$ cat config.mk
export PLATFORM = sky130hd
export DESIGN_NAME = emrt_dp
export DESIGN_NICKNAME = d
export VERILOG_FILES = /design/src/design/exact_match_route_table_top_macros.svh /design/src/design/emrt_pkg.sv /design/src/design/emrt_dp.sv
export SDC_FILE = /design/constraint.sdc
export NUM_CORES = 2
export LEC_CHECK = 0
export BUFFER_PORTS_ARGS = -buffer_cell sky130_fd_sc_hd__buf_2
export CAP_MARGIN = 20
export CELL_PAD_IN_SITES_DETAIL_PLACEMENT = 0
export CELL_PAD_IN_SITES_GLOBAL_PLACEMENT = 2
export CORE_UTILIZATION = 47
export DETAILED_ROUTE_END_ITERATION = 12
export GPL_TIMING_DRIVEN = 0
export HOLD_SLACK_MARGIN = 0.15
export PLACE_DENSITY_LB_ADDON = 0.1
export SLEW_MARGIN = 20
export SYNTH_ARGS = -nofsm -noshare
export SYNTH_HDL_FRONTEND = slang
export SYNTH_SLANG_ARGS = --single-unit
$ cat constraint.sdc
create_clock -name clk -period 19.6 [get_ports clk]
set_clock_uncertainty 0.15 [all_clocks]
set_input_delay 0 -clock clk [delete_from_list [all_inputs] [get_ports clk]]
set_output_delay 0 -clock clk [all_outputs]
set_load 0.005 [all_outputs]
$ cat src/design/exact_match_route_table_top_macros.svh
// ----------------------------------------------------------------------------
// exact_match_route_table_top_macros
// Assertion macros for the route table. Each one expects clk and arst_n in scope.
// ----------------------------------------------------------------------------
`ifndef EXACT_MATCH_ROUTE_TABLE_TOP_MACROS_SVH
`define EXACT_MATCH_ROUTE_TABLE_TOP_MACROS_SVH

// same-cycle implication
`define EMRT_ASSERT_IMP(lbl, ante, cons) \
	lbl: assert property (@(posedge clk) disable iff (!arst_n) (ante) |-> (cons)) \
		else $error("route table check failed");

// next-cycle implication
`define EMRT_ASSERT_NXT(lbl, ante, cons) \
	lbl: assert property (@(posedge clk) disable iff (!arst_n) (ante) |=> (cons)) \
		else $error("route table check failed");

`endif

$ cat src/design/emrt_pkg.sv
// ----------------------------------------------------------------------------
// emrt_pkg
// Types and constants shared by the exact-match route table modules.
// ----------------------------------------------------------------------------
package emrt_pkg;

	localparam int TABLE_DEPTH = 32;
	localparam int IDX_W       = (TABLE_DEPTH > 1) ? $clog2(TABLE_DEPTH) : 1;
	localparam int CNT_W       = $clog2(TABLE_DEPTH + 1);
	localparam int POS_W       = 5;
	localparam int USE_W       = 6;

	typedef enum logic [1:0] {
		OP_CREATE = 2'd0,
		OP_UPDATE = 2'd1,
		OP_DELETE = 2'd2,
		OP_LOOKUP = 2'd3
	} op_t;

	typedef enum logic [1:0] {
		ST_OK      = 2'd0,
		ST_FULL    = 2'd1,
		ST_PRESENT = 2'd2,
		ST_MISSING = 2'd3
	} status_t;

	typedef struct packed {
		logic [31:0] dest;
		logic [5:0]  prefix;
		logic [31:0] gateway;
		logic [47:0] hw_addr;
		logic [7:0]  iface;
	} entry_t;

	typedef struct packed {
		status_t     status;
		logic [4:0]  entry_position;
		logic [5:0]  entries_in_use;
		logic [31:0] found_gateway;
		logic [47:0] found_mac;
		logic [7:0]  found_interface;
	} result_t;

	typedef struct packed {
		logic    start;
		logic    scan;
		logic    append;
		logic    rewrite;
		logic    shift;
		logic    dec;
		logic    load_result;
		status_t res_status;
		logic    res_data;
	} dp_cmd_t;

	typedef struct packed {
		logic full;
		logic hit;
		logic miss;
		logic shift_done;
	} dp_stat_t;

endpackage

$ cat src/design/emrt_dp.sv
// ----------------------------------------------------------------------------
// emrt_dp
// Entry memory, entry count, pipelined scan/compare, shift-down and result reg.
// ----------------------------------------------------------------------------
module emrt_dp
	import emrt_pkg::*;
(
	input  logic     clk,
	input  logic     arst_n,
	input  entry_t   req_entry,
	input  dp_cmd_t  cmd,
	output dp_stat_t stat,
	output result_t  result
);

	entry_t             mem_q [TABLE_DEPTH];
	entry_t             rd_data_q;
	entry_t             req_q;
	entry_t             hit_entry_q;
	entry_t             wr_data;
	logic [IDX_W-1:0]   hit_idx_q;
	logic [IDX_W-1:0]   wr_addr;
	logic [IDX_W-1:0]   rd_addr;
	logic [IDX_W-1:0]   cmp_idx_s1;
	logic               cmp_vld_s1;
	logic [CNT_W-1:0]   scan_idx_q;
	logic [CNT_W-1:0]   count_q;
	logic               wr_en;
	logic               issue;
	logic               match;
	logic               walking;
	logic [31:0]        pos_ext;
	logic [31:0]        cnt_ext;
	result_t            res_q;

	assign walking = cmd.scan || cmd.shift;
	assign issue   = walking && (scan_idx_q < count_q);
	assign rd_addr = scan_idx_q[IDX_W-1:0];
	assign match   = cmp_vld_s1 && (rd_data_q.dest == req_q.dest)
		&& (rd_data_q.prefix == req_q.prefix);

	assign stat.full       = (count_q == CNT_W'(TABLE_DEPTH));
	assign stat.hit        = cmd.scan && match;
	assign stat.miss       = cmd.scan && !cmp_vld_s1 && (scan_idx_q >= count_q);
	assign stat.shift_done = cmd.shift && !cmp_vld_s1 && (scan_idx_q >= count_q);

	always_comb begin
		wr_en   = 1'b0;
		wr_addr = cmp_idx_s1 - IDX_W'(1);
		wr_data = rd_data_q;
		if (cmd.append) begin
			wr_en   = 1'b1;
			wr_addr = count_q[IDX_W-1:0];
			wr_data = req_q;
		end else if (cmd.rewrite) begin
			wr_en           = 1'b1;
			wr_addr         = hit_idx_q;
			wr_data         = hit_entry_q;
			wr_data.gateway = req_q.gateway;
			wr_data.iface   = req_q.iface;
		end else if (cmd.shift && cmp_vld_s1) begin
			wr_en = 1'b1;
		end
	end

	always_ff @(posedge clk) begin
		if (wr_en) begin
			mem_q[wr_addr] <= wr_data;
		end
		rd_data_q <= mem_q[rd_addr];
	end

	// start only comes while idle, when no read is issued
	always_ff @(posedge clk or negedge arst_n) begin
		if (!arst_n) begin
			count_q    <= '0;
			scan_idx_q <= '0;
			cmp_vld_s1 <= 1'b0;
		end else begin
			cmp_vld_s1 <= issue && !(cmd.scan && match);
			if (cmd.start) begin
				scan_idx_q <= '0;
			end else if (cmd.scan && match) begin
				scan_idx_q <= CNT_W'(cmp_idx_s1) + CNT_W'(1);
			end else if (issue) begin
				scan_idx_q <= scan_idx_q + CNT_W'(1);
			end
			if (cmd.append) begin
				count_q <= count_q + CNT_W'(1);
			end else if (cmd.dec) begin
				count_q <= count_q - CNT_W'(1);
			end
		end
	end

	always_ff @(posedge clk) begin
		cmp_idx_s1 <= rd_addr;
		if (cmd.start) begin
			req_q <= req_entry;
		end
		if (cmd.scan && match) begin
			hit_idx_q   <= cmp_idx_s1;
			hit_entry_q <= rd_data_q;
		end else if (cmd.append) begin
			hit_idx_q   <= count_q[IDX_W-1:0];
			hit_entry_q <= req_q;
		end else if (cmd.rewrite) begin
			hit_entry_q.gateway <= req_q.gateway;
			hit_entry_q.iface   <= req_q.iface;
		end
	end

	assign pos_ext = 32'(hit_idx_q);
	assign cnt_ext = 32'(count_q);

	always_ff @(posedge clk) begin
		if (cmd.load_result) begin
			res_q.status         <= cmd.res_status;
			res_q.entries_in_use <= cnt_ext[USE_W-1:0];
			if (cmd.res_data) begin
				res_q.entry_position  <= pos_ext[POS_W-1:0];
				res_q.found_gateway   <= hit_entry_q.gateway;
				res_q.found_mac       <= hit_entry_q.hw_addr;
				res_q.found_interface <= hit_entry_q.iface;
			end else begin
				res_q.entry_position  <= '0;
				res_q.found_gateway   <= '0;
				res_q.found_mac       <= '0;
				res_q.found_interface <= '0;
			end
		end
	end

	assign result = res_q;

endmodule

# Word-level counts from Yosys, hierarchy flattened
# Memories as Yosys holds them, arrays and structs flattened. A register that Yosys moved wholly into a read port is not among the register bits.
# Cells that the tools add are included.
dict set report word_totals {
  ff_bits 376
  ramBits 4032
  inputBits 138
  out_inout_bits 105
  elab_cells 72
  n_memories 1
}
# memory words word_bits read_ports rd_clocked_by_memory_dff wr line_no
set memory_table {}
lappend memory_table {mem_q 32 126 1 1 1 emrt_dp.sv:16} ;# entry_t mem_q [TABLE_DEPTH];
dict set report classes {
  add_sub_neg 5
  magnitude_cmp 2
  n_eq_ne 3
  muxes 23
  reduce_logical 17
}
# cell count
set ops {}
lappend ops {{126-bit 2-to-1 mux} 3}
lappend ops {{32-bit 2-to-1 mux} 2}
lappend ops {{48-bit 2-to-1 mux} 1}
lappend ops {{38-bit 2-to-1 mux} 1}
lappend ops {{32-bit equality test} 1}
lappend ops {{6-bit 2-to-1 mux} 5}
lappend ops {{5-bit 2-to-1 mux} 4}
lappend ops {{8-bit 2-to-1 mux} 2}
lappend ops {{6-bit by 1-bit adder with 6-bit output, second input constant} 2}
lappend ops {{1-bit logical AND} 10}
lappend ops {{5-bit by 1-bit adder with 6-bit output, second input constant} 1}
lappend ops {{6-bit equality test} 1}
lappend ops {{6-bit equality test, second input constant} 1}
lappend ops {{6-bit greater-or-equal comparator} 1}
lappend ops {{6-bit < comparator} 1}
lappend ops {{3-bit nonzero test} 2}
lappend ops {{6-bit by 1-bit subtractor with 6-bit output, second input constant} 1}
lappend ops {{1-bit 2-to-1 mux} 5}
lappend ops {{5-bit by 1-bit subtractor with 5-bit output, second input constant} 1}
lappend ops {{2-bit nonzero test} 2}
lappend ops {{1-bit logical NOT} 2}
lappend ops {{1-bit logical OR} 1}

# Longest topological paths before layout
dict set report depth {
  word_depth 6
  mapped_depth 12
  depth_no_buf 10
}

# Worst setup path after synthesis
# No wires, ideal clock.
dict set report synth_timing {
  path_type {register to register}
  start {reg cmp_idx_s1[2]}
  end {mem mem_q[22][0] (netlist bit), enable pin}
  t_arrival_ns 10.182
  t_required_ns 18.685
  slack_ns 8.503
  stages_incl_launch_ff 7
  path_buffers 1
  cell_sequence {dfxtp_1 -> clkbuf_1 -> o31a_1 -> o311a_1 -> a21oi_2 -> nand2_1 -> nor3_1}
}
dict set report synth_between {
  elab_chain_len 3
}
# element line_no
set synth_rtl {}
lappend synth_rtl {{from (decl)} emrt_dp.sv:24} ;# logic [IDX_W-1:0] cmp_idx_s1;
lappend synth_rtl {{from (signal assigned)} emrt_dp.sv:97} ;# cmp_idx_s1 <= rd_addr;
lappend synth_rtl {{5-bit by 1-bit subtractor with 5-bit output} emrt_dp.sv:49} ;# wr_addr = cmp_idx_s1 - IDX_W'(1);
lappend synth_rtl {{5-bit 2-to-1 mux} emrt_dp.sv:55} ;# end else if (cmd.rewrite) begin
lappend synth_rtl {{5-bit 2-to-1 mux} emrt_dp.sv:51} ;# if (cmd.append) begin
lappend synth_rtl {{to (decl)} emrt_dp.sv:16}
# Every way passes these cells.

# Worst setup path in the final report
dict set report layout_timing {
  start {reg cmp_idx_s1[2]}
  end {mem mem_q[21][109] (netlist bit), enable pin}
}
# The elaborated chain is that of the path after synthesis.

==> flow_summary_export.csv <==
group,metric,value,unit
synth,synthCells,7049,
drt,drt_iter0_drc,9557,
clock_network,clock_path_buffers,4,
die,rows,221,
synth,synth_area,0.172,mm2
synth,yosysWarnings,0,
clock_network,cts_buffers,473,
die,fp.dieW,606,um
synth,yosys_most_used_dff,"edfxtp_1",
setup_path,cp-startpoint,"cmp_idx_s1[2]",
sta,fin_crit_sh,23.6,%
drt,wl_per_cell,34.1,um
global_route,grt_max_degree,71,
sta,fin_ws,14.97,ns
job,drv_cap,0,
clock_network,cts_tree,"done",
min_path,worstHoldStart,"cmd[7]",
power_and_ir_drop,clkPwrFrac,34.0,%
final_layout,drive_gt1_share,38.3,%
power_and_ir_drop,switching_power,7.01,mW
power_and_ir_drop,ir_drop,0.0864,mV
drt,drt-total-wl,487,mm
synth,yosysUniqueCellTypes,47,
place,place_inst,12964,
place,gp_congestion,0.763,
drt,drc,0,
clock_network,path_clk_slew,0.06,ns
power_and_ir_drop,power_frac_comb,19.7,%
clock_network,cts_sinks,4534,
setup_path,arrival,5.18,ns
die,fp.dieArea,0.368,mm2
power_and_ir_drop,switching_share,26.8,%
final_layout,fin_cells,14268,
final_layout,final_nets,9191,
power_and_ir_drop,power_frac_seq,46.2,%
sta,worst_slew_pin_slew,1.19,ns
setup_path,required,20.14,ns
synth,synthArstFlopShare,0.287,%
global_route,grt_antenna_before_repair,35,
power_and_ir_drop,p_int,19.2,mW
outcome,status,"finished clean",
sta,drv_slew,0,
sta,whs,0.183,ns
min_path,hp-class,"input port to flip-flop",
place,io_buffers,239,
sta,hold_viol_final,0,
sta,fmax,216,MHz
global_route,grt_usage,26.6,%
global_route,grt_pass1_wl,675,mm
die,ios,243,
die,initial_core_util,47.3,%
final_layout,layout_common_cells,"4,390 x edfxtp_1, 1,260 x mux4_2, 605 x buf_4",
drt,via_per_inst,5.92,
drt,antenna_left,0,
synth,ys_ff_latch,4534,
power_and_ir_drop,power_density,126,mW/mm2
drt,firstDrtPassIters,6,
clock_network,worstSkewPairLatency,1.00,ns
sta,fin_setup_tns,0,ns
sta,setup_viol,0,
final_layout,synthToLayoutAreaGrowth,20.8,%
place,dp_slack,14.82,ns
power_and_ir_drop,power.total,26.2,mW
setup_path,cp-end-kind,"flip-flop",
global_route,gr-total-overflow,0,
final_layout,final_common_cell,"edfxtp_1",
setup_path,critical_path_class,"flip-flop to flip-flop",
sta,slew_headroom,20.7,%
power_and_ir_drop,p_leak,67.6,nW
clock_network,cts_resized,0,
die,die_h,606,um
global_route,grt_pass1_vias,86378,
clock_network,ctsHtreeMaxLevel,5,
drt,vias,84406,
setup_path,cp_max_fo,10,
clock_network,clockRootBuffer,"clkbuf_16",
place,hpwl,340,mm
sta,rsz0062_at_grt,"false",
synth,seq_area_frac_synth,78.5,%
die,coreArea,0.363,mm2
synth,syn_area_per_cell,24.3,um2
sta,fin_crit,4.63,ns
synth,synth_edf_count,4390,
setup_path,worstReg2RegStart,"cmp_idx_s1[2]",
setup_path,critPathLaunchType,"flip-flop",
synth,syn-num-nets,7200,
==> kinds of logic (layout without fill, tap and decap cells) <==
family / count (synthesis) / in the layout / share of synthesized area, %
other cells: 0 / 18 / 0
simple gates: 307 / 307 / 0.918
compound gates: 124 / 124 / 0.405
fa+ha+maj: 13 / 13 / 0.0991
buf+inv: 409 / 2816 / 1.02
xor+xnor: 53 / 53 / 0.270
flops: 4534 / 4534 / 78.5
mux: 1609 / 1609 / 18.8
==> area by class of cell <==
type,instances,area (um2)
well taps,4794,6000
diodes,18,45.0
repair buffers,1516,13500
clock buffers,638,13000
flip-flops and latches,4534,135000
inverters,14,52.6
fillers,26735,156000
multi-input cells,2106,35600
plain buffers,395,1800
clock inverters,253,2420
==> flip-flops by register name, indices dropped and copies added, names as in the netlist <==
name,flops
result,101
rd_data_q,126
cmp_idx_s1,5
cmp_vld_s1,1
scan_idx_q,6
mem_q,4032
hit_entry_q,126
req_q,126
count_q,6
hit_idx_q,5
==> cells in the mapped netlist (10+ instances only) <==
cell type	number	area share, %
mux2i_1	89	0.52
xnor2_1	10	0.051
dfxtp_1	131	1.5
clkbuf_1	222	0.49
xor2_1	43	0.22
buf_1	63	0.14
nand3_1	10	0.029
inv_1	14	0.031
nor3_1	36	0.10
nor2_1	16	0.035
nor4_1	21	0.077
dfrtp_1	13	0.19
o21ai_0	89	0.26
ha_1	12	0.087
buf_2	92	0.27
and2_1	97	0.35
edfxtp_1	4390	77
mux2_2	260	1.7
a21oi_1	11	0.032
nand2_1	105	0.23
mux4_2	1260	17
buf_4	10	0.044
==> critical path: stages (launching register included) <==
cell      delay, ns
dfxtp_1        0.29
clkbuf_1       0.24
o31a_1         0.36
o311a_1        0.33
a21oi_2        0.50
nand2_1        0.43
nor3_2         0.81
buf_6          0.25
buf_6          0.15
buf_4          0.17
buf_4          0.21
buf_4          0.20
buf_4          0.20
==> power groups by stage <==
| stage | Clock, mW | Combinational, mW | Sequential [mW] |
|---|---|---|---|
| after floorplan | 0 | 2.85 | 12.4 |
| after global placement | 0 | 4.65 | 12.9 |
| after detailed placement | 0 | 5.16 | 12.3 |
| after CTS | 9.05 | 5.23 | 12.1 |
| after global routing | 9.40 | 5.42 | 12.2 |
| final | 8.91 | 5.17 | 12.1 |
==> stage by stage <==
step	utilization, %	instance area, um2
finish	57.1	207000
global route	57.1	207000
CTS	57.1	207000
detailed placement	51.8	188000
global placement	49.3	179000
floorplan	-	172000
==> path summary, 6_finish.rpt <==
path	end	slack [ns]	depth (start not counted)
worst min-delay path	count_q[1]	0.18	4
min in group asynchronous	count_q[0]	0.19	3
worst max register to register	mem_q[21][109]	14.97	12
worst max-delay path	mem_q[21][109]	14.97	12
worst min register to register	cmp_idx_s1[0]	0.27	0
max in group asynchronous	cmp_vld_s1	18.62	3
==> metal layers <==
| metal | up-vias | wire [um] | global-route usage, % |
|---|---|---|---|
| li1 | 34266 | - | - |
| met1 | 46401 | 197000 | 36.3 |
| met2 | 3128 | 246000 | 45.0 |
| met3 | 611 | 30400 | 3.82 |
| met4 | 0 | 13500 | 7.19 |
| met5 | - | 0 | 0 |
==> timing repair <==
action | in CTS | in global routing
hold buffers | 395 | 0
endpoints found under the setup margin | 0 | 0
buffers inserted | 0 | 0
endpoints found under the hold margin | 681 | 0
Note: power is estimated with default switching activity, not from simulation.
