`src/design/exact_match_route_table_top_macros.svh`:
```
// ----------------------------------------------------------------------------
// exact_match_route_table_top_macros
// Assertion macros for the route table. Each one expects clk and arst_n in scope.
// ----------------------------------------------------------------------------
`ifndef EXACT_MATCH_ROUTE_TABLE_TOP_MACROS_SVH
`define EXACT_MATCH_ROUTE_TABLE_TOP_MACROS_SVH

// same-cycle implication
`define EMRT_ASSERT_IMP(lbl, ante, cons) \
	lbl: assert property (@(posedge clk) disable iff (!arst_n) (ante) |-> (cons)) \
		else $error("route table check failed");

// next-cycle implication
`define EMRT_ASSERT_NXT(lbl, ante, cons) \
	lbl: assert property (@(posedge clk) disable iff (!arst_n) (ante) |=> (cons)) \
		else $error("route table check failed");

`endif

```
`src/design/emrt_pkg.sv`:
```
// ----------------------------------------------------------------------------
// emrt_pkg
// Types and constants shared by the exact-match route table modules.
// ----------------------------------------------------------------------------
package emrt_pkg;

	localparam int TABLE_DEPTH = 32;
	localparam int IDX_W       = (TABLE_DEPTH > 1) ? $clog2(TABLE_DEPTH) : 1;
	localparam int CNT_W       = $clog2(TABLE_DEPTH + 1);
	localparam int POS_W       = 5;
	localparam int USE_W       = 6;

	typedef enum logic [1:0] {
		OP_CREATE = 2'd0,
		OP_UPDATE = 2'd1,
		OP_DELETE = 2'd2,
		OP_LOOKUP = 2'd3
	} op_t;

	typedef enum logic [1:0] {
		ST_OK      = 2'd0,
		ST_FULL    = 2'd1,
		ST_PRESENT = 2'd2,
		ST_MISSING = 2'd3
	} status_t;

	typedef struct packed {
		logic [31:0] dest;
		logic [5:0]  prefix;
		logic [31:0] gateway;
		logic [47:0] hw_addr;
		logic [7:0]  iface;
	} entry_t;

	typedef struct packed {
		status_t     status;
		logic [4:0]  entry_position;
		logic [5:0]  entries_in_use;
		logic [31:0] found_gateway;
		logic [47:0] found_mac;
		logic [7:0]  found_interface;
	} result_t;

	typedef struct packed {
		logic    start;
		logic    scan;
		logic    append;
		logic    rewrite;
		logic    shift;
		logic    dec;
		logic    load_result;
		status_t res_status;
		logic    res_data;
	} dp_cmd_t;

	typedef struct packed {
		logic full;
		logic hit;
		logic miss;
		logic shift_done;
	} dp_stat_t;

endpackage

```
`src/design/emrt_ctrl.sv`:
```
// ----------------------------------------------------------------------------
// emrt_ctrl
// Sequencer: accepts a request, runs search, commit and shift, loads the result.
// ----------------------------------------------------------------------------
module emrt_ctrl
	import emrt_pkg::*;
(
	input  logic     clk,
	input  logic     arst_n,
	input  logic     in_valid,
	output logic     in_ready,
	input  op_t      in_op,
	output logic     out_valid,
	input  logic     out_ready,
	output dp_cmd_t  cmd,
	input  dp_stat_t stat
);

	typedef enum logic [4:0] {
		S_IDLE   = 5'b00001,
		S_SEARCH = 5'b00010,
		S_COMMIT = 5'b00100,
		S_SHIFT  = 5'b01000,
		S_RESULT = 5'b10000
	} state_t;

	state_t  state_q, state_d;
	op_t     op_q, op_d;
	status_t st_q, st_d;
	logic    data_q, data_d;
	logic    out_valid_q;
	logic    load;

	assign in_ready  = (state_q == S_IDLE);
	assign out_valid = out_valid_q;
	assign load      = (state_q == S_RESULT) && (!out_valid_q || out_ready);

	always_comb begin
		state_d = state_q;
		op_d    = op_q;
		st_d    = st_q;
		data_d  = data_q;
		cmd     = '0;
		cmd.res_status  = st_q;
		cmd.res_data    = data_q;
		cmd.load_result = load;
		case (state_q)
			S_IDLE: begin
				if (in_valid) begin
					cmd.start = 1'b1;
					op_d      = in_op;
					if (in_op == OP_CREATE && stat.full) begin
						st_d    = ST_FULL;
						data_d  = 1'b0;
						state_d = S_RESULT;
					end else begin
						state_d = S_SEARCH;
					end
				end
			end
			S_SEARCH: begin
				cmd.scan = 1'b1;
				if (stat.hit) begin
					st_d   = ST_OK;
					data_d = 1'b1;
					case (op_q)
						OP_CREATE: begin
							st_d    = ST_PRESENT;
							data_d  = 1'b0;
							state_d = S_RESULT;
						end
						OP_UPDATE: state_d = S_COMMIT;
						OP_DELETE: state_d = S_SHIFT;
						default:   state_d = S_RESULT;
					endcase
				end else if (stat.miss) begin
					if (op_q == OP_CREATE) begin
						state_d = S_COMMIT;
					end else begin
						st_d    = ST_MISSING;
						data_d  = 1'b0;
						state_d = S_RESULT;
					end
				end
			end
			S_COMMIT: begin
				if (op_q == OP_CREATE) begin
					cmd.append = 1'b1;
				end else begin
					cmd.rewrite = 1'b1;
				end
				st_d    = ST_OK;
				data_d  = 1'b1;
				state_d = S_RESULT;
			end
			S_SHIFT: begin
				cmd.shift = 1'b1;
				if (stat.shift_done) begin
					cmd.dec = 1'b1;
					state_d = S_RESULT;
				end
			end
			S_RESULT: begin
				if (load) begin
					state_d = S_IDLE;
				end
			end
			default: state_d = S_IDLE;
		endcase
	end

	always_ff @(posedge clk or negedge arst_n) begin
		if (!arst_n) begin
			state_q     <= S_IDLE;
			op_q        <= OP_CREATE;
			st_q        <= ST_OK;
			data_q      <= 1'b0;
			out_valid_q <= 1'b0;
		end else begin
			state_q <= state_d;
			op_q    <= op_d;
			st_q    <= st_d;
			data_q  <= data_d;
			if (load) begin
				out_valid_q <= 1'b1;
			end else if (out_ready) begin
				out_valid_q <= 1'b0;
			end
		end
	end

endmodule

```
`config.mk`:
```
export PLATFORM = sky130hd
export DESIGN_NAME = emrt_ctrl
export DESIGN_NICKNAME = d
export VERILOG_FILES = /design/src/design/exact_match_route_table_top_macros.svh /design/src/design/emrt_pkg.sv /design/src/design/emrt_ctrl.sv
export SDC_FILE = /design/constraint.sdc
export NUM_CORES = 1
export LEC_CHECK = 0
export BUFFER_PORTS_ARGS = -buffer_cell sky130_fd_sc_hd__buf_4
export CORE_MARGIN = 4
export CORE_UTILIZATION = 35
export DETAILED_ROUTE_END_ITERATION = 10
export GPL_TIMING_DRIVEN = 0
export PLACE_DENSITY = 0.67
export SYNTH_ARGS = -nofsm -noshare
export SYNTH_HDL_FRONTEND = slang
export SYNTH_SLANG_ARGS = --single-unit
```
`constraint.sdc`:
```
create_clock -name clk -period 1.95 [get_ports clk]
set_clock_uncertainty 0.15 [all_clocks]
set_input_delay 0.195 -clock clk [delete_from_list [all_inputs] [get_ports clk]]
set_output_delay 0.195 -clock clk [all_outputs]
set_load 0.01 [all_outputs]
```
; Word level (Yosys, flattened, before mapping)
; Index checks and enable logic that the tools add are counted.
[classes]
shifts = 0
n_reduce_logical = 11
addsub = 0
eq_ne = 13
n_mul = 0
div_mod_pow = 0
n_mux = 32
order_cmp = 0
bitwise_logic = 0
[ops]
columns = cell, count
row1 = two-way mux 5 bit, 7
row2 = case mux 5 bit (5 select lines), 1
row3 = two-way mux 2 bit, 8
row4 = two-way mux 1 bit, 13
row5 = case mux 5 bit (2 select lines), 1
row6 = != test 2 bit (second input constant), 3
row7 = != test 3 bit (second input constant), 2
row8 = case mux 2 bit (3 select lines), 1
row9 = equality test 5 x 1 -> 1 bit (second input constant), 1
row10 = equality test 5 x 2 -> 1 bit (second input constant), 1
row11 = equality test 5 x 3 -> 1 bit (second input constant), 1
row12 = equality test 5 x 4 -> 1 bit (second input constant), 1
row13 = equality test 5 bit (second input constant), 1
row14 = AND reduction 5 bit, 1
row15 = zero test 2 bit, 2
row16 = AND reduction 4 bit, 1
row17 = case mux 1 bit (3 select lines), 1
row18 = nonzero test 3 bit, 1
row19 = equality test 2 x 1 -> 1 bit (second input constant), 1
row20 = equality test 2 bit (second input constant), 1
row21 = logical AND 1 bit, 2
row22 = != test 2 x 1 -> 1 bit (second input constant), 1
row23 = AND reduction 2 bit, 1
row24 = nonzero test 2 bit, 1
row25 = 2 further kinds, 2
[word_totals]
register_bits = 11
latchBits = 0
romBits = 0
mem_count = 0
ramBits = 0
input_bits = 10

; Longest topological paths before layout
; Gate-level depths: netlist of run 1.
[logic_depth]
word_depth = 5
mapped_depth = 6
mapped_depth_nobuf = 6

; Worst setup path before layout of run 1
; No wires, ideal clock.
[synth_timing]
kind = reg2reg
start = reg state_q[4]
end = reg data_q
arrival_ns = 1.524
required_time_ns = 1.674
n_path_buf = 0
path_stages_with_launch = 6
setup_ns = 0.126
setup_slack_ns = 0.150
cell_sequence = dfrtp_1 -> nor4_2 -> nand3_1 -> a221oi_2 -> o21ai_2 -> a221o_1
[synth_via]
elab_chain_cells = 3
elab_cells_between_ends = 10
[synth_lines]
columns = element, line
row1 = from (decl), emrt_ctrl.sv:27  ; state_t state_q, state_d;
row2 = from (signal assigned), emrt_ctrl.sv:120  ; state_q <= state_d;
row3 = equality test 5 x 2 -> 1 bit (tied with other cells), emrt_ctrl.sv:47  ; case (state_q)
row4 = != test 3 bit (no line) (tied with other cells), n/a
row5 = AND reduction 5 bit (no line), n/a
row6 = to (signal assigned), emrt_ctrl.sv:123  ; data_q <= data_d;
row7 = to (decl), emrt_ctrl.sv:30  ; logic data_q, data_d;
; Several ways; a longest one is shown, not always the timed one.
; A chain may end at the register's enable or synchronous reset.

; Worst setup path in the final report of run 1
[layout_timing]
start = reg state_q[3]
end = reg data_q
; Same word-level chain as after synthesis.

==> results of run 1 <==
-- per-stage QoR --
stage | hold WS (ns) | instance area, sq um | setup slack (ns) | TNS (ns)
after floorplan | -0.2506 | 709.4 | 0.1497 | 0
after global placement | -0.1106 | 900.9 | -0.02988 | -0.02988
after detailed placement | -0.1089 | 900.9 | -0.05176 | -0.05176
after CTS | 0.009869 | 989.7 | 0.0009384 | 0
after global routing | 0.003739 | 1056 | -0.05299 | -0.1275
final | 0.01467 | 1056 | 0.01263 | 0
-- cell usage after synthesis, types with 2 or more instances --
cell type  count  share of area (%)
nand3b_1       2                2.1
ha_1           4                7.1
buf_4          2                2.1
nor3_1         2                1.4
o21ai_1        2                1.4
nor2b_1        2                1.8
a21oi_1        6                4.2
dfrtp_1       10                 35
inv_1          8                4.2
nor4_2         2                3.5
nor2_1         2                1.1
nand2_1        7                3.7
nand3_1        4                2.8
o21ai_0        2                1.4
-- path summary, 6_finish.rpt --
check	endpoint	slack (ns)	cells past startpoint
worst min register to register	st_q[0]	0.37	2
worst min-delay path	op_q[0]	0.01	2
max in group asynchronous	state_q[0]	1.28	2
worst max register to register	data_q	0.01	5
min in group asynchronous	data_q	0.14	2
worst max-delay path	data_q	0.01	5
-- cells by family (layout without fill, tap and decap cells) --
| kind of cell | Yosys count | count (layout) | synth area share (%) |
|---|---|---|---|
| adders and majority gates | 4 | 4 | 7.055 |
| DFF | 11 | 11 | 38.98 |
| buffers and inverters | 11 | 47 | 7.054 |
| muxes | 3 | 3 | 4.585 |
| AOI/OAI and AO/OA | 17 | 17 | 16.05 |
| and+or+nand+nor | 30 | 30 | 26.28 |
-- per-layer routing --
layer  vias to the layer above  routed length (um)
met5                         -                   0
met4                         0                  45
met3                         7                 121
met2                        29                 781
met1                       327                 808
li1                        343                   -
-- what timing repair did --
action | CTS | global route
cloned | 0 | 0
hold buffers | 5 | 0
gates resized for setup | 1 | 8
setup endpoints to repair | 2 | 6
pin swaps | 1 | 7
endpoints found under the hold margin | 15 | 0
setup buffers | 1 | 5
-- worst register-to-register path: cells and delay by family, from the launching register on --
kind	cells	cell delay (ns)
and+or+nand+nor	1	0.25
DFF	1	0.45
AOI/OAI and AO/OA	4	0.99
-- power by group --
part	switching, mW	total, mW	leakage [nW]	internal [mW]
Clock	0.0785	0.158	0.0150	0.0792
Sequential	0.0902	0.422	0.137	0.332
Combinational	0.409	0.815	0.379	0.406
-- registers in the layout (all words and copies together), names as in the netlist --
signal,cells
data_q,1
state_q,5
st_q,2
out_valid,1
op_q,2
-- cells in the final DEF, fill, tap and decap left out, types with 2 or more instances in the layout --
cell type / instances
nor2b_1: 2
dlygate4sd3_1: 5
ha_1: 4
o21ai_1: 2
nand3b_1: 2
nand3_1: 4
nor2_1: 2
dfrtp_1: 9
o21ai_0: 2
nand2_1: 6
a21oi_1: 6
clkbuf_4: 3
inv_1: 7
buf_4: 28
-- area by class of cell --
cell class	count	area, sq um	share of cell area [%]
plain buffers	2	15.01	1.422
clock buffers	4	26.28	2.488
inverters	9	36.28	3.436
multi-input cells	54	410.4	38.86
flip-flops and latches	11	277.8	26.30
well taps	27	33.78	3.199
repair buffers	32	256.5	24.29
==> key figures, run 1 <==
CTS
  – Clk_lat worst skew: 0.27 ns
  – CTS tree: built
  – H-tree depth: 1
  – Maximum clock insertion buffer count: 2
  – Root buffer cell: clkbuf_4
  – Sink Count: 11
  – Clock-pin slew on the worst setup and hold paths: 0.07 ns
  – Cts bufs inserted: 3

Critical path
  – Reg2reg start: state_q[3]
  – Critical Path AT: 1.95 ns
  – Crit start category: register
  – Critical path's slowest cell: dfrtp_2
  – Crit path kind: reg -> reg
  – CP Data Required Time: 1.96 ns
  – CP max FO: 6
  – Worst-path cell chain: nor3_4 -> o21ai_1 -> a221oi_2 -> o21ai_2 -> a221o_1
  – Worst Setup End Kind: register
  – Worst path buffer plus inverter count: 0
  – Critical path origin: state_q[3]
  – CP max stage delay: 0.45 ns
  – Top Family by Delay on Critical Path: compound AO/OA/AOI/OAI gates

Route
  – Post-route ant nets: 0
  – Drt wl/cell: 12.64 um
  – Vias/cell: 5.079
  – Starting DRC count in detailed routing: 6
  – Pre-antenna DRT Iters: 4
  – WL final: 1757 um
  – DRC: 0
  – Vias: 706

Yosys
  – Total number of yosys warnings: 0
  – Seq cells post-synth: 11
  – Mapped cell area: 709.4 sq um
  – Register area share after synthesis: 38.98%
  – Syn Nets: 90
  – Avg Inst Size Synth: 9.335 sq um
  – Synth Instances: 76
  – Async SR Flop Fraction: 100.0%
  – Top FF cell, synth: dfrtp_1
  – Post-synth EDFFs: 0
  – Post-synth cell types: 35

Timing
  – RSZ-0062 raised after global routing: true
  – Slew headroom: 74.67%
  – Slew Limit Fails: 0
  – Final Hold Viols: 0
  – Setup violators final: 0
  – Period Utilization, post-route: 99.35%
  – Clock period minus worst slack: 1.937 ns
  – Worst slew pin tran: 0.3782 ns
  – FMAX: 516.2 MHz

Placement
  – Placed instance count: 124
  – I/O Buffers: 21
  – Detail Placement HPWL: 1278 um
  – Routability Congestion: 0.8120

Cells and area
  – Nets@finish: 127
  – Layout fillers: 192
  – Layout area overhead: 48.85%
  – Non-Filler Instances: 139
  – Diodes inserted: 0
  – Fraction of layout cells with a size suffix above 1: 41.96%
  – Final design utilization: 54.38%

Global route
  – GRT Util Overall: 13.01%
  – Vias in the first global route: 651
  – Gr busiest metal: met2
  – Met2 usage: 20.25%
  – Initial antenna violation count: 0
  – Largest net degree at the start of global routing: 12
  – Gr ovfl total: 0
  – Grt met3 use: 2.535%
  – First-pass GRT wire length: 2642 um
  – Met1 usage: 16.47%

Pwr
  – Power per cell area: 1320 mW/mm^2
  – Maximum VDD drop: 0.0006661 V
  – Leakage: 0.5306 nW
  – Pwr Total: 1.394 mW

Hold path
  – HP Class: in -> reg
  – Hold Crit Start: in_op[0]

Floorplanning
  – Die height: 53.02 um
  – Core Box Area: 0.001942 sq mm
  – Die area: 0.002811 sq mm
  – # IOs: 22
  – Initial core utilization: 36.53%
  – Die Width: 53.02 um
  – Cell Rows: 16

Run status
  – Status: finished clean

Flow run
  – Max-Cap Viols: 0
(Power assumes the default switching activity.)
==> inputs of run 2 (changes only) <==
--- a/config.mk
+++ b/config.mk
@@ -7,10 +7,10 @@
 export LEC_CHECK = 0
 export BUFFER_PORTS_ARGS = -buffer_cell sky130_fd_sc_hd__buf_4
 export CORE_MARGIN = 4
-export CORE_UTILIZATION = 35
+export CORE_UTILIZATION = 48
 export DETAILED_ROUTE_END_ITERATION = 10
 export GPL_TIMING_DRIVEN = 0
-export PLACE_DENSITY = 0.67
+export PLACE_DENSITY = 0.85
 export SYNTH_ARGS = -nofsm -noshare
 export SYNTH_HDL_FRONTEND = slang
 export SYNTH_SLANG_ARGS = --single-unit
==> key figures, run 2 (synthesis gave the netlist of run 1 again) <==
CTS
  – Root buffer cell: clkbuf_4
  – Sink Count: 11
  – Clk_lat worst skew: 0.28 ns
  – Clock-pin slew on the worst setup and hold paths: 0.08 ns
  – Cts bufs inserted: 3
  – Maximum clock insertion buffer count: 2
  – CTS tree: built
  – H-tree depth: 1

Critical path
  – R2r setup slk: 0.03 ns
  – Crit path kind: reg -> reg
  – Worst Setup End Kind: register
  – Top Family by Delay on Critical Path: compound AO/OA/AOI/OAI gates
  – CP max stage delay: 0.47 ns
  – Worst-path cell chain: nor4_4 -> nand3_2 -> a221oi_4 -> o21ai_2 -> a221o_1
  – CP max FO: 6
  – Reg2reg start: state_q[4]
  – Crit start category: register
  – Reg2reg end: data_q
  – Worst path buffer plus inverter count: 0
  – CP Data Required Time: 1.98 ns
  – Critical path's slowest cell: dfrtp_2
  – Worst R2R Path Depth: 5
  – Critical Path AT: 1.94 ns

Global route
  – Vias in the first global route: 646
  – GRT Util Overall: 19.44%
  – Gr ovfl total: 0
  – First-pass GRT wire length: 2932 um
  – Largest net degree at the start of global routing: 12
  – Initial antenna violation count: 0

Placement
  – I/O Buffers: 21
  – Routability Congestion: 0.8341
  – Placement Setup Slack: -0.04371 ns
  – Detail Placement HPWL: 1237 um
  – Placed instance count: 112

Pwr
  – Power per cell area: 1423 mW/mm^2
  – Maximum VDD drop: 0.0009126 V
  – Leakage: 0.5325 nW

Route
  – DRC: 0
  – WL final: 2051 um
  – Vias: 700
  – Vias/cell: 5.556
  – Starting DRC count in detailed routing: 16
  – Drt wl/cell: 16.28 um
  – Pre-antenna DRT Iters: 4
  – Post-route ant nets: 0

Cells and area
  – Diodes inserted: 0
  – Non-Filler Instances: 126
  – Layout area overhead: 51.50%
  – Most frequent cells in the layout: buf_4, inv_1, a21oi_1, dfrtp_1
  – Commonest non-fill, non-tap cell in the layout: buf_4
  – Biggest regs: state_q (5), op_q (2), st_q (2)
  – Final design utilization: 79.61%
  – Nets@finish: 126
  – Largest register by flop count: state_q
  – Fraction of layout cells with a size suffix above 1: 47.75%
  – Max reg flops: 5
  – Layout fillers: 92

Timing
  – Setup violators final: 0
  – Slew headroom: 70.41%
  – Worst slew pin tran: 0.4419 ns
  – Final WS setup: 0.03308 ns
  – Period Utilization, post-route: 98.30%
  – RSZ-0062 raised after global routing: true
  – Setup TNS: 0 ns
  – Slew Limit Fails: 0
  – FMAX: 521.7 MHz
  – Final Hold Viols: 0
  – Clock period minus worst slack: 1.917 ns

Floorplanning
  – # IOs: 22
  – Cell Rows: 13
  – Die area: 0.002157 sq mm
  – Die Width: 46.45 um
  – Initial core utilization: 52.55%
  – Die height: 46.45 um
  – Core Box Area: 0.001350 sq mm

Hold path
  – WHS Path Cells: 2
  – Hold Path End: op_q[0]
  – HP Class: in -> reg
  – Hold Crit Start: in_op[0]

Flow run
  – Max-Cap Viols: 0

Run status
  – Status: finished clean
-- run 2: cell count changes in the layout (fill, tap and decap cells not counted), sizes merged --
cell  delta
buf      -1
-- run 2: layout make-up --
type,count,area [sq um],area share [%]
well taps,15,18.77,1.746
plain buffers,2,15.01,1.397
flip-flops and latches,11,281.5,26.19
repair buffers,31,249.0,23.17
inverters,9,36.28,3.376
clock buffers,4,26.28,2.445
multi-input cells,54,447.9,41.68
-- run 2: worst max-delay path by stage --
| stage | startpoint | endpoint | slack [ns] | cells past startpoint |
|---|---|---|---|---|
| after floorplan | state_q[4] | data_q | 0.15 | 5 |
| after global placement | state_q[4] | data_q | -0.009 | 5 |
| after detailed placement | state_q[4] | data_q | -0.04 | 5 |
| after CTS | state_q[1] | data_q | 0.003 | 5 |
| after global routing | state_q[4] | state_q[0] | -0.06 | 5 |
| final | state_q[4] | data_q | 0.03 | 5 |
-- run 2: power by group --
part / internal, mW / total (mW) / switching, mW
Clock: 0.0794 / 0.166 / 0.0867
Combinational: 0.441 / 0.907 / 0.466
Sequential: 0.337 / 0.456 / 0.119
Total: 0.857 / 1.53 / 0.672
-- run 2: through the flow --
stage / instance area (sq um) / total power [mW] / hold slack, ns
floorplan: 709.4 / 0.8644 / -0.2506
finish: 1075 / 1.529 / 0.0004887
global route: 1075 / 1.633 / 0.002170
global placement: 885.9 / 1.072 / -0.1124
detailed placement: 885.9 / 1.096 / -0.1126
CTS: 982.2 / 1.310 / 0.01287
-- run 2: worst reg2reg max path: stages, from the launching register on --
cell,delay [ns]
dfrtp_2,0.47
nor4_4,0.36
nand3_2,0.16
a221oi_4,0.30
o21ai_2,0.10
a221o_1,0.29
-- run 2: what timing repair did --
action                     CTS  global route
resized for setup            1            18
pin swaps                    3             6
cloned                       0             0
hold endpoints to repair    15             0
setup endpoints to repair    3             9
setup buffers                2             3
hold buffers                 5             0
-- run 2: per-layer routing --
layer / track usage, % / up-vias / part of all wire (%)
met1: 23.15 / 327 / 40
met3: 2.344 / 7 / 6.0
li1: - / 337 / -
met4: 8.523 / 0 / 2.2
met2: 34.34 / 29 / 52
met5: 0 / - / 0
